## src/crs_pkg.sv

```systemverilog
package crs_pkg;

  localparam int COORD_BITS = 24;
  localparam int DATA_W     = ((3 * COORD_BITS + 7) / 8) * 8;
  localparam int STEP_W     = 17;
  localparam int T_W        = 17;
  localparam int LIM_W      = T_W + 1;
  localparam int T2_W       = 2 * T_W;
  localparam int T3_W       = 3 * T_W;
  localparam int B_W        = 56;
  localparam int W_SHIFT    = 21;
  localparam int W_W        = B_W - W_SHIFT;
  localparam int PROD_W     = W_W + COORD_BITS;
  localparam int ACC_W      = PROD_W + 2;
  localparam int O_SHIFT    = 28;
  localparam int R_W        = ACC_W - O_SHIFT;

  localparam logic [STEP_W-1:0] STEP_MIN   = STEP_W'(1041);
  localparam logic [STEP_W-1:0] STEP_MAX   = STEP_W'(65536);
  localparam logic [STEP_W-1:0] STEP_RESET = STEP_W'(4096);
  localparam logic [LIM_W-1:0]  ONE_Q16    = LIM_W'(65536);

  localparam int CFG_ADDR_W = 3;
  localparam logic REG_T_STEP = 1'b0;

  typedef logic signed [COORD_BITS-1:0] coord_t;
  typedef coord_t point_t [3];

  typedef struct packed {
    logic clear_t;
    logic issue;
    logic shift;
  } crs_cmd_t;

  typedef struct packed {
    logic last;
    logic busy;
    logic adv;
  } crs_stat_t;

endpackage

```

## src/crs_ctrl.sv

```systemverilog
module crs_ctrl
  import crs_pkg::*;
(
  input  logic      clk,
  input  logic      rst_n,
  input  logic      in_tvalid,
  input  logic      in_tuser,
  output logic      in_tready,
  input  crs_stat_t stat,
  output crs_cmd_t  cmd
);

  localparam logic ST_IDLE = 1'b0;
  localparam logic ST_RUN  = 1'b1;

  logic       state_r, state_nxt;
  logic [1:0] seen_r, seen_nxt;
  logic [1:0] seen_eff;
  logic       accept;

  assign in_tready = (state_r == ST_IDLE) && !stat.busy;
  assign accept    = in_tvalid && in_tready;
  assign seen_eff  = in_tuser ? 2'd0 : seen_r;

  always_comb begin
    state_nxt   = state_r;
    seen_nxt    = seen_r;
    cmd.clear_t = 1'b0;
    cmd.issue   = 1'b0;
    cmd.shift   = accept;
    unique case (state_r)
      ST_IDLE: begin
        if (accept) begin
          seen_nxt = (seen_eff == 2'd3) ? 2'd3 : seen_eff + 2'd1;
          if (seen_eff == 2'd3) begin
            cmd.clear_t = 1'b1;
            state_nxt   = ST_RUN;
          end
        end
      end
      ST_RUN: begin
        cmd.issue = stat.adv;
        if (stat.adv && stat.last) begin
          state_nxt = ST_IDLE;
        end
      end
      default: state_nxt = ST_IDLE;
    endcase
  end

  always_ff @(posedge clk) begin
    if (!rst_n) begin
      state_r <= ST_IDLE;
      seen_r  <= 2'd0;
    end else begin
      state_r <= state_nxt;
      seen_r  <= seen_nxt;
    end
  end

endmodule

```

## config.mk

```make
export PLATFORM = sky130hd
export DESIGN_NAME = crs_ctrl
export DESIGN_NICKNAME = d
export VERILOG_FILES = /design/src/crs_pkg.sv /design/src/crs_ctrl.sv
export SDC_FILE = /design/constraint.sdc
export NUM_CORES = 1
export LEC_CHECK = 0
export BUFFER_PORTS_ARGS = -buffer_cell sky130_fd_sc_hd__buf_2
export CORE_AREA = 4 4 41 43
export DETAILED_ROUTE_END_ITERATION = 8
export DIE_AREA = 0 0 45 47
export PLACE_DENSITY_LB_ADDON = 0.15
export SYNTH_ARGS = -nofsm -noshare
export SYNTH_HDL_FRONTEND = slang
export SYNTH_SLANG_ARGS = --single-unit
```

## constraint.sdc

```tcl
create_clock -name clk -period 1.08 [get_ports clk]
set_input_delay 0.162 -clock clk [delete_from_list [all_inputs] [get_ports clk]]
set_output_delay 0.162 -clock clk [all_outputs]
set_load 0.005 [all_outputs]
```

# Word-level counts from Yosys, hierarchy flattened
# Cells that the tools add are included.
# totals
ff_bits	3
word_cells	18
out_inout_bits	4
inputBits	7
# op_classes
add_sub_neg	1
reduce_logical	5
mux	8
n_bitwise	1
n_eq_ne	1
# op_table
cell	count
1-bit two-way mux	5
2-bit two-way mux	2
1-bit logical AND	3
2-bit by 1-bit adder with 2-bit output, second input constant	1
2-bit equality test, second input constant	1
1-bit case mux with 2 select lines	1
2-bit AND reduction	1
1-bit logical NOT	1
1-bit inverter	1

# Depth between registers and ports, before layout
# Gate-level depths: netlist (run 1).
# logic_depth
depth_word	5
mapped_depth	3
depth_no_buf	3

# Worst setup path before layout (run 1)
# Ideal clock, no wire load.
# synth_timing
path_kind	register to register
startpoint	register state_r
endpoint	register state_r
path_stages_with_launch	4
period_less_slack_ns	0.982
setup_slack_ns	0.098
n_path_buf	0
setup_ns	0.058
arrival_ns	0.925
path_cell_list	dfxtp_1 -> nor3b_4 -> and4b_1 -> o21a_1
# synth_via
elab_chain_cells	5
# synth_rtl
element	line	rtl
start, declared	crs_ctrl.sv:16	logic state_r, state_nxt;
start signal, assigned	crs_ctrl.sv:56	state_r <= state_nxt;
1-bit inverter (no line)	-	
1-bit logical AND	crs_ctrl.sv:21	assign in_tready = (state_r == ST_IDLE) && !stat.busy;
1-bit logical AND	crs_ctrl.sv:22	assign accept = in_tvalid && in_tready;
via accept	crs_ctrl.sv:19	logic accept;
1-bit two-way mux	crs_ctrl.sv:33	if (accept) begin
1-bit case mux with 2 select lines	crs_ctrl.sv:31	unique case (state_r)
# The timed path passes the listed nets, and every way through them passes these cells.
# A chain may end at the register's enable or synchronous reset.

==> metrics.sh, run 1 <==
STATUS='complete, but fails checks'
FAILING_CHECKS='setup timing'
WORST_PATH_MAX_DELAY_CELL='sky130_fd_sc_hd__dfxtp_2'
CRIT_END='cmd[2]'
GRT_UTIL_MET2_PCT=7.34
SEQUENTIAL_CELL_AREA_UM2=61.3
ANTENNA_FOUND_INITIAL=0
DIEHEIGHT_UM=47
ROUTED_VIA_DENSITY=3.98
IOS=11
TIMING.CRITICAL_PATH.FROM='state_r$_SDFF_PN0_'
CRIT_CELLS=3
PORT_BUFFERS=10
DRT_ANTENNA_NET_COUNT=0
SETUP_REPAIR_AFTER_GLOBAL_ROUTING_MISSED_ITS_MARGIN='yes'
VIA_COUNT_OF_THE_FIRST_GLOBAL_ROUTING_PASS=195
DR.PASS1.ITERS=4
WORST-PATH-BUF-INV=1
FIN_WORST_SKEW_NS=0.000654
IRDROPWORSTVDD_mV=0.402
CLKSLEWWORSTSETUPHOLDPATHS_NS=0.03
DRC=0
WORSTREG2REGSTART='state_r$_SDFF_PN0_'
CTS.ROOT.BUFFER_CELL='sky130_fd_sc_hd__clkbuf_4'
CRIT_REQUIRED_NS=0.92
NUMCLOCKSINKS=3
TRACK_USAGE_PCT=5.60
TIMING.CRITICAL_PATH.FROM_TYPE='flop'
POWER.STATIC_LEAKAGE_nW=0.134
FINAL_PERIOD_MINUS_WORST_SETUP_SLACK_NS=1.26
N_ANTENNA_CELL=0
FIN_CRIT_SHARE_PCT=116
FILLCELL_TOTAL=160
SYNTH.AVG_CELL_AREA_UM2=9.20
POWERDENSITY_mW_PER_MM2=1310
REG2REGPATHDEPTH=5
FMAXACHIEVABLE_GHz=0.795
FINALSETUPVIOLATIONS=2
NUMCTSBUFFERS=3
LARGEST_NET_DEGREE_AT_THE_START_OF_GLOBAL_ROUTING=6
TIMING.HOLD.WORST.CLASS='input port to flop'
SYN_INST=17
MAXSLEWHEADROOM_PCT=87.9
SYNTHESIS.YOSYS.WARNINGS=0
CRITICAL_R2R_CAPTURE='seen_r[0]$_SDFFE_PN0P_'
YS_TYPES=13
TIMING.CRITICAL_PATH.FANOUT_MAX=4
REG2REG_SETUP_SLACK_NS=0.03
CLOCK_TREE.HTREE_LEVEL_COUNT=1
TIMING.CRITICAL_PATH.SLOWEST_CELL_DELAY_NS=0.33
DRTITER0DRC=1
YS_SEQ_ELEMENTS=3
WORST_SLEW_PIN_SLEW_NS=0.180
CTS_TREE='done'
STARTING_DENSITY_PCT=12.0
WL_UM=443
YOSYSSEQAREASHARE_PCT=38.4
TOTAL_AREA_OF_MULTI_INPUT_COMBINATIONAL_CELLS_UM2=90.1
FP.COREAREA_MM2=0.00130
TIMING.FINAL.MAX_SLEW_VIOLATIONS=0
PLACE_WS_NS=0.0102
WORST_EP_ARRIVAL_TIME_NS=1.10
ROUTEDWLPERCELL_UM=9.43
CTS_MAX_PATH_BUFFERS=2
SETUP.WORST_PATH.CLASS='flop to primary output'
POST_SYNTHESIS_NET_COUNT=24
CELL_FAMILY_WITH_MOST_CP_DELAY='simple AND/OR/NAND/NOR gates'
GLOBALROUTEMET1UTIL_PCT=5.43
FLOORPLAN.DIE.WIDTH_UM=45
FIN_WS_NS=-0.178
PLACEMENT_ROWS=13
SETUP.WORST_PATH.END_CLASS='primary output'
AREA_GROWTH_SYN_TO_LAYOUT_PCT=72.0
GRTUSAGEMET3_PCT=4.60
CLOCK_LATENCY_NS=0.23
GRT_PEAK_USE_LAYER='met2'
POWER_mW=0.353
SYNTHESIS.AREA_UM2=156
ROUTED-VIA-COUNT=187
COUNT_OF_NETS_AFTER_FINISHING=40
FINISH.INSTANCE_AREA_UM2=269
FINALWEIGHTEDCONGESTION=0.692
GRT_FIRST_PASS_WIRELENGTH_UM=765
POST_ROUTE_CELLS_DRIVE_ABOVE_1_SHARE_PCT=56.3
HOLD_VIOL=0
HPWLAFTERDP_UM=351
FLOORPLAN.DIE_AREA_MM2=0.00212
MAX_CAP_VIOLATIONS=0
GRT.OVERFLOW.TOTAL=0
DPL-INSTANCE-AREA_UM2=225
CRITICAL_PATH.CELL_CHAIN='nor3b_4, and4b_1, buf_2'
-- through the flow --
step / TNS [ns] / util [%] / std cells / hold slack [ns]
after floorplan: 0 / - / 17 / 0.254
after global placement: 0 / 17.3 / 42 / 0.374
after detailed placement: 0 / 17.3 / 42 / 0.377
after CTS: -0.384 / 19.4 / 46 / 0.132
after global routing: -0.641 / 20.7 / 47 / 0.145
final: -0.344 / 20.7 / 47 / 0.145
-- synthesized netlist by cell type --
library cell               instances  share of area (%)
sky130_fd_sc_hd__o21a_1            1                4.8
sky130_fd_sc_hd__inv_1             1                2.4
sky130_fd_sc_hd__a21boi_0          1                4.8
sky130_fd_sc_hd__and4b_1           1                6.4
sky130_fd_sc_hd__a21oi_1           1                3.2
sky130_fd_sc_hd__and2_1            1                4.0
sky130_fd_sc_hd__a211oi_1          1                4.8
sky130_fd_sc_hd__nor2_1            3                7.2
sky130_fd_sc_hd__buf_4             1                4.8
sky130_fd_sc_hd__dfxtp_1           3                 38
sky130_fd_sc_hd__nor3b_4           1                 12
sky130_fd_sc_hd__and3_1            1                4.0
sky130_fd_sc_hd__nor3_1            1                3.2
-- routing by layer --
layer  share of wire (%)  routed length [um]
met5                   0                   0
met4                 2.9                  13
met3                  15                  67
met2                  39                 172
met1                  43                 189
-- power breakdown --
part	internal [mW]	total (mW)	switching, mW
combinational	0.0246	0.0422	0.0176
clock	0.138	0.193	0.0544
sequential	0.115	0.119	0.00319
total	0.278	0.353	0.0752
-- layout by cell type, fill, tap and decap left out --
cell type                  count
sky130_fd_sc_hd__buf_2        10
sky130_fd_sc_hd__nor2_1        3
sky130_fd_sc_hd__clkbuf_4      3
sky130_fd_sc_hd__dfxtp_1       2
sky130_fd_sc_hd__nor3b_4       1
sky130_fd_sc_hd__and4b_1       1
sky130_fd_sc_hd__and2_1        1
sky130_fd_sc_hd__a21oi_1       1
sky130_fd_sc_hd__inv_1         1
sky130_fd_sc_hd__a211oi_2      1
sky130_fd_sc_hd__and3_1        1
sky130_fd_sc_hd__nor3_1        1
sky130_fd_sc_hd__a21boi_0      1
sky130_fd_sc_hd__o21a_1        1
sky130_fd_sc_hd__clkbuf_1      1
sky130_fd_sc_hd__buf_6         1
sky130_fd_sc_hd__buf_4         1
sky130_fd_sc_hd__dfxtp_2       1
-- sequential cells by signal (all words and copies together) (netlist names) --
signal and cells:
seen_r 2, state_r 1
-- how the worst min path moves through the flow --
stage,startpoint,to,depth (start not counted)
floorplan,in_tuser,seen_r[1]$_SDFFE_PN0P_,1
global placement,in_tuser,seen_r[1]$_SDFFE_PN0P_,2
detailed placement,in_tuser,seen_r[1]$_SDFFE_PN0P_,2
CTS,in_tuser,seen_r[1]$_SDFFE_PN0P_,2
global route,in_tuser,seen_r[1]$_SDFFE_PN0P_,2
finish,in_tuser,seen_r[1]$_SDFFE_PN0P_,2
-- timing repair --
| item | in CTS | in global routing |
|---|---|---|
| pin swaps | 2 | 3 |
| hold buffers | 0 | 0 |
| buffers inserted | 0 | 1 |
| hold endpoints to repair | 0 | 0 |
| resized for setup | 1 | 2 |
| setup endpoints to repair | 3 | 3 |
-- area by class of cell --
| type | count | area share [%] |
|---|---|---|
| multi-input combinational | 12 | 33.5 |
| timing repair buffer | 12 | 25.6 |
| sequential | 3 | 22.8 |
| clock buffer | 4 | 9.77 |
| tap | 15 | 6.98 |
| inverter | 1 | 1.40 |
-- kinds of logic (layout without fill, tap and decap cells) --
kind of cell | Yosys count | after routing | synth area share, %
AOI/OAI and AO/OA | 4 | 4 | 17.6
and+or+nand+nor | 8 | 8 | 36.8
DFF | 3 | 3 | 38.4
buffers and inverters | 2 | 17 | 7.20
(Power assumes the default switching activity.)
==> run 2, diff against run 1 <==
--- a/config.mk
+++ b/config.mk
@@ -9,7 +9,9 @@
 export CORE_AREA = 4 4 41 43
 export DETAILED_ROUTE_END_ITERATION = 8
 export DIE_AREA = 0 0 45 47
+export GPL_TIMING_DRIVEN = 0
 export PLACE_DENSITY_LB_ADDON = 0.15
+export SETUP_SLACK_MARGIN = 0.1
 export SYNTH_ARGS = -nofsm -noshare
 export SYNTH_HDL_FRONTEND = slang
 export SYNTH_SLANG_ARGS = --single-unit
==> run 2 against run 1 <==
  * The run still ends with setup timing left
  * Routed wire length rose by 7.2%
  * Sequential power barely moved
  * Total power rose by 4.1%
  * Clock skew barely moved
  * Largest cell class is now buffers
  * Flip-flop and latch count did not move
  * Worst hold slack got worse by 0.0039 ns
  * Clock-buffer cell count did not move
  * First-iteration DRC count rose to 8.0 times the previous value
  * Worst setup slack got worse by 0.027 ns
  * Critical endpoint unchanged
  * Final cell count rose by 8.5%
==> metrics.sh, run 2 (synthesized netlist as in run 1, its figures left out) <==
PORT_BUFFERS=10
DRC=0
POWERDENSITY_mW_PER_MM2=1150
LARGEST_REGISTER_FFS=2
FAILING_CHECKS='setup timing'
COUNT_OF_NETS_AFTER_FINISHING=44
SETUP.WORST_PATH.CLASS='flop to primary output'
FINALWEIGHTEDCONGESTION=0.685
STATUS='complete, but fails checks'
FMAXACHIEVABLE_GHz=0.778
FINAL_COMMON_CELL='sky130_fd_sc_hd__buf_2'
STARTING_DENSITY_PCT=12.0
VIA_COUNT_OF_THE_FIRST_GLOBAL_ROUTING_PASS=190
WL_MET3_UM=71
N_ANTENNA_CELL=0
IOS=11
NUMCTSBUFFERS=3
CELL_FAMILY_WITH_MOST_CP_DELAY='simple AND/OR/NAND/NOR gates'
ROUTEDWLPERCELL_UM=9.31
FLOORPLAN.DIE_AREA_MM2=0.00212
AREA_GROWTH_SYN_TO_LAYOUT_PCT=104
WORST_PATH_MAX_DELAY_CELL='sky130_fd_sc_hd__dfxtp_4'
LARGEST_REGISTER_BY_FLOP_COUNT='seen_r'
IRDROPWORSTVDD_mV=0.479
DR.PASS1.ITERS=2
WORST_SLEW_PIN_SLEW_NS=0.186
DRT_ANTENNA_NET_COUNT=0
TIMING.HOLD.WORST_ENDPOINT='seen_r[1]$_SDFFE_PN0P_'
TOTAL_AREA_OF_MULTI_INPUT_COMBINATIONAL_CELLS_UM2=101
SEQUENTIAL_CELL_AREA_UM2=63.8
DRTITER0DRC=8
WORST_EP_ARRIVAL_TIME_NS=1.12
PLACEMENT_ROWS=13
GRT.OVERFLOW.TOTAL=0
DIEHEIGHT_UM=47
MOST-COMMON-LAYOUT-CELLS='sky130_fd_sc_hd__buf_2, sky130_fd_sc_hd__buf_4, sky130_fd_sc_hd__nor2_1, sky130_fd_sc_hd__clkbuf_4'
ROUTED-VIA-COUNT=195
NUMCLOCKSINKS=3
POWER_mW=0.368
CLOCK_TREE.HTREE_LEVEL_COUNT=1
FINAL_PERIOD_MINUS_WORST_SETUP_SLACK_NS=1.28
POST_ROUTE_CELLS_DRIVE_ABOVE_1_SHARE_PCT=63.9
TIMING.FINAL.MAX_SLEW_VIOLATIONS=0
REG2REGPATHDEPTH=5
DP_CELLS=42
TIMING.CRITICAL_PATH.SLOWEST_CELL_DELAY_NS=0.34
CLOCK_LATENCY_NS=0.23
CRITICAL_PATH.CELL_CHAIN='nor3b_4, and4b_1, buf_2'
WL_UM=475
DETAILED_ROUTING_WIRELENGTH_ON_MET1_UM=173
MAX_CAP_VIOLATIONS=0
SETUP_REPAIR_AFTER_GLOBAL_ROUTING_MISSED_ITS_MARGIN='yes'
FIN_WORST_SKEW_NS=0.00110
POWER.STATIC_LEAKAGE_nW=0.159
FIN_WS_NS=-0.205
LARGEST_REGISTERS='seen_r x2, state_r x1'
CTS.ROOT.BUFFER_CELL='sky130_fd_sc_hd__clkbuf_4'
FP.COREAREA_MM2=0.00130
CTS_MAX_PATH_BUFFERS=2
TIMING.CRITICAL_PATH.FROM_TYPE='flop'
ANTENNA_FOUND_INITIAL=0
WORST_HOLD_PATH.NUM_CELLS=2
MET2ROUTEDLENGTH_UM=230
WORSTREG2REGSTART='state_r$_SDFF_PN0_'
CRIT_CELLS=3
FIN_CRIT_SHARE_PCT=119
REG2REG_SETUP_SLACK_NS=0
GRT_FIRST_PASS_WIRELENGTH_UM=759
CRITICAL_R2R_CAPTURE='seen_r[0]$_SDFFE_PN0P_'
TIMING.CRITICAL_PATH.FANOUT_MAX=3
CTS_TREE='done'
INSTANCES_NO_FILL=51
CRIT_REQUIRED_NS=0.92
WORST-PATH-BUF-INV=1
HOLD_VIOL=0
HPWLAFTERDP_UM=341
CLKSLEWWORSTSETUPHOLDPATHS_NS=0.04
TRACK_USAGE_PCT=5.45
FINALSETUPVIOLATIONS=4
TIMING.HOLD.WORST.CLASS='input port to flop'
SETUP.WORST_PATH.END_CLASS='primary output'
FILLCELL_TOTAL=151
HOLD_BUFFERS=0
ROUTED_VIA_DENSITY=3.82
TOP_LAYER_USED='met3'
MAXSLEWHEADROOM_PCT=87.6
LARGEST_NET_DEGREE_AT_THE_START_OF_GLOBAL_ROUTING=5
FLOORPLAN.DIE.WIDTH_UM=45
HOLDCRITSTARTPOINT='in_tuser'
-- run 2: routing by layer --
metal	GRT usage, %	vias to the layer above
met5	0	-
met2	8.19	9
li1	-	97
met1	4.54	89
met3	6.51	0
met4	1.75	0
-- run 2: metrics by stage --
stage | hold WS [ns] | utilization, % | setup slack (ns) | instance area (um2) | TNS [ns]
after global routing | 0.143 | 24.5 | -0.272 | 319 | -0.607
after global placement | 0.369 | 17.3 | -0.0679 | 225 | -0.0679
after CTS | 0.137 | 21.3 | -0.242 | 277 | -0.388
final | 0.141 | 24.5 | -0.205 | 319 | -0.304
after detailed placement | 0.379 | 17.3 | -0.0892 | 225 | -0.0892
after floorplan | 0.254 | - | 0.0982 | 156 | 0
-- run 2: area by class of cell --
class                           count  share of cell area (%)
Inverter                            1                    1.18
Tap cell                           15                    5.88
Clock buffer                        4                    8.24
Timing Repair Buffer               16                    32.9
Multi-Input combinational cell     12                    31.8
Sequential cell                     3                    20.0
-- run 2: worst max path at each step --
stage,startpoint,to
2_1_floorplan,state_r$_SDFF_PN0_,state_r$_SDFF_PN0_
3_3_place_gp,state_r$_SDFF_PN0_,cmd[2]
3_5_place_dp,state_r$_SDFF_PN0_,cmd[2]
4_1_cts,state_r$_SDFF_PN0_,cmd[2]
5_1_grt,state_r$_SDFF_PN0_,cmd[2]
6_report,state_r$_SDFF_PN0_,cmd[2]
-- run 2: report_power, final --
part / internal [mW] / switching (mW) / total [mW]
clock: 0.139 / 0.0587 / 0.197
sequential: 0.113 / 0.00512 / 0.118
combinational: 0.0328 / 0.0198 / 0.0526
-- run 2: repair_timing --
item	CTS	global route
pin swaps	3	3
endpoints found under the setup margin	6	7
resized for setup	3	4
setup buffers	3	3
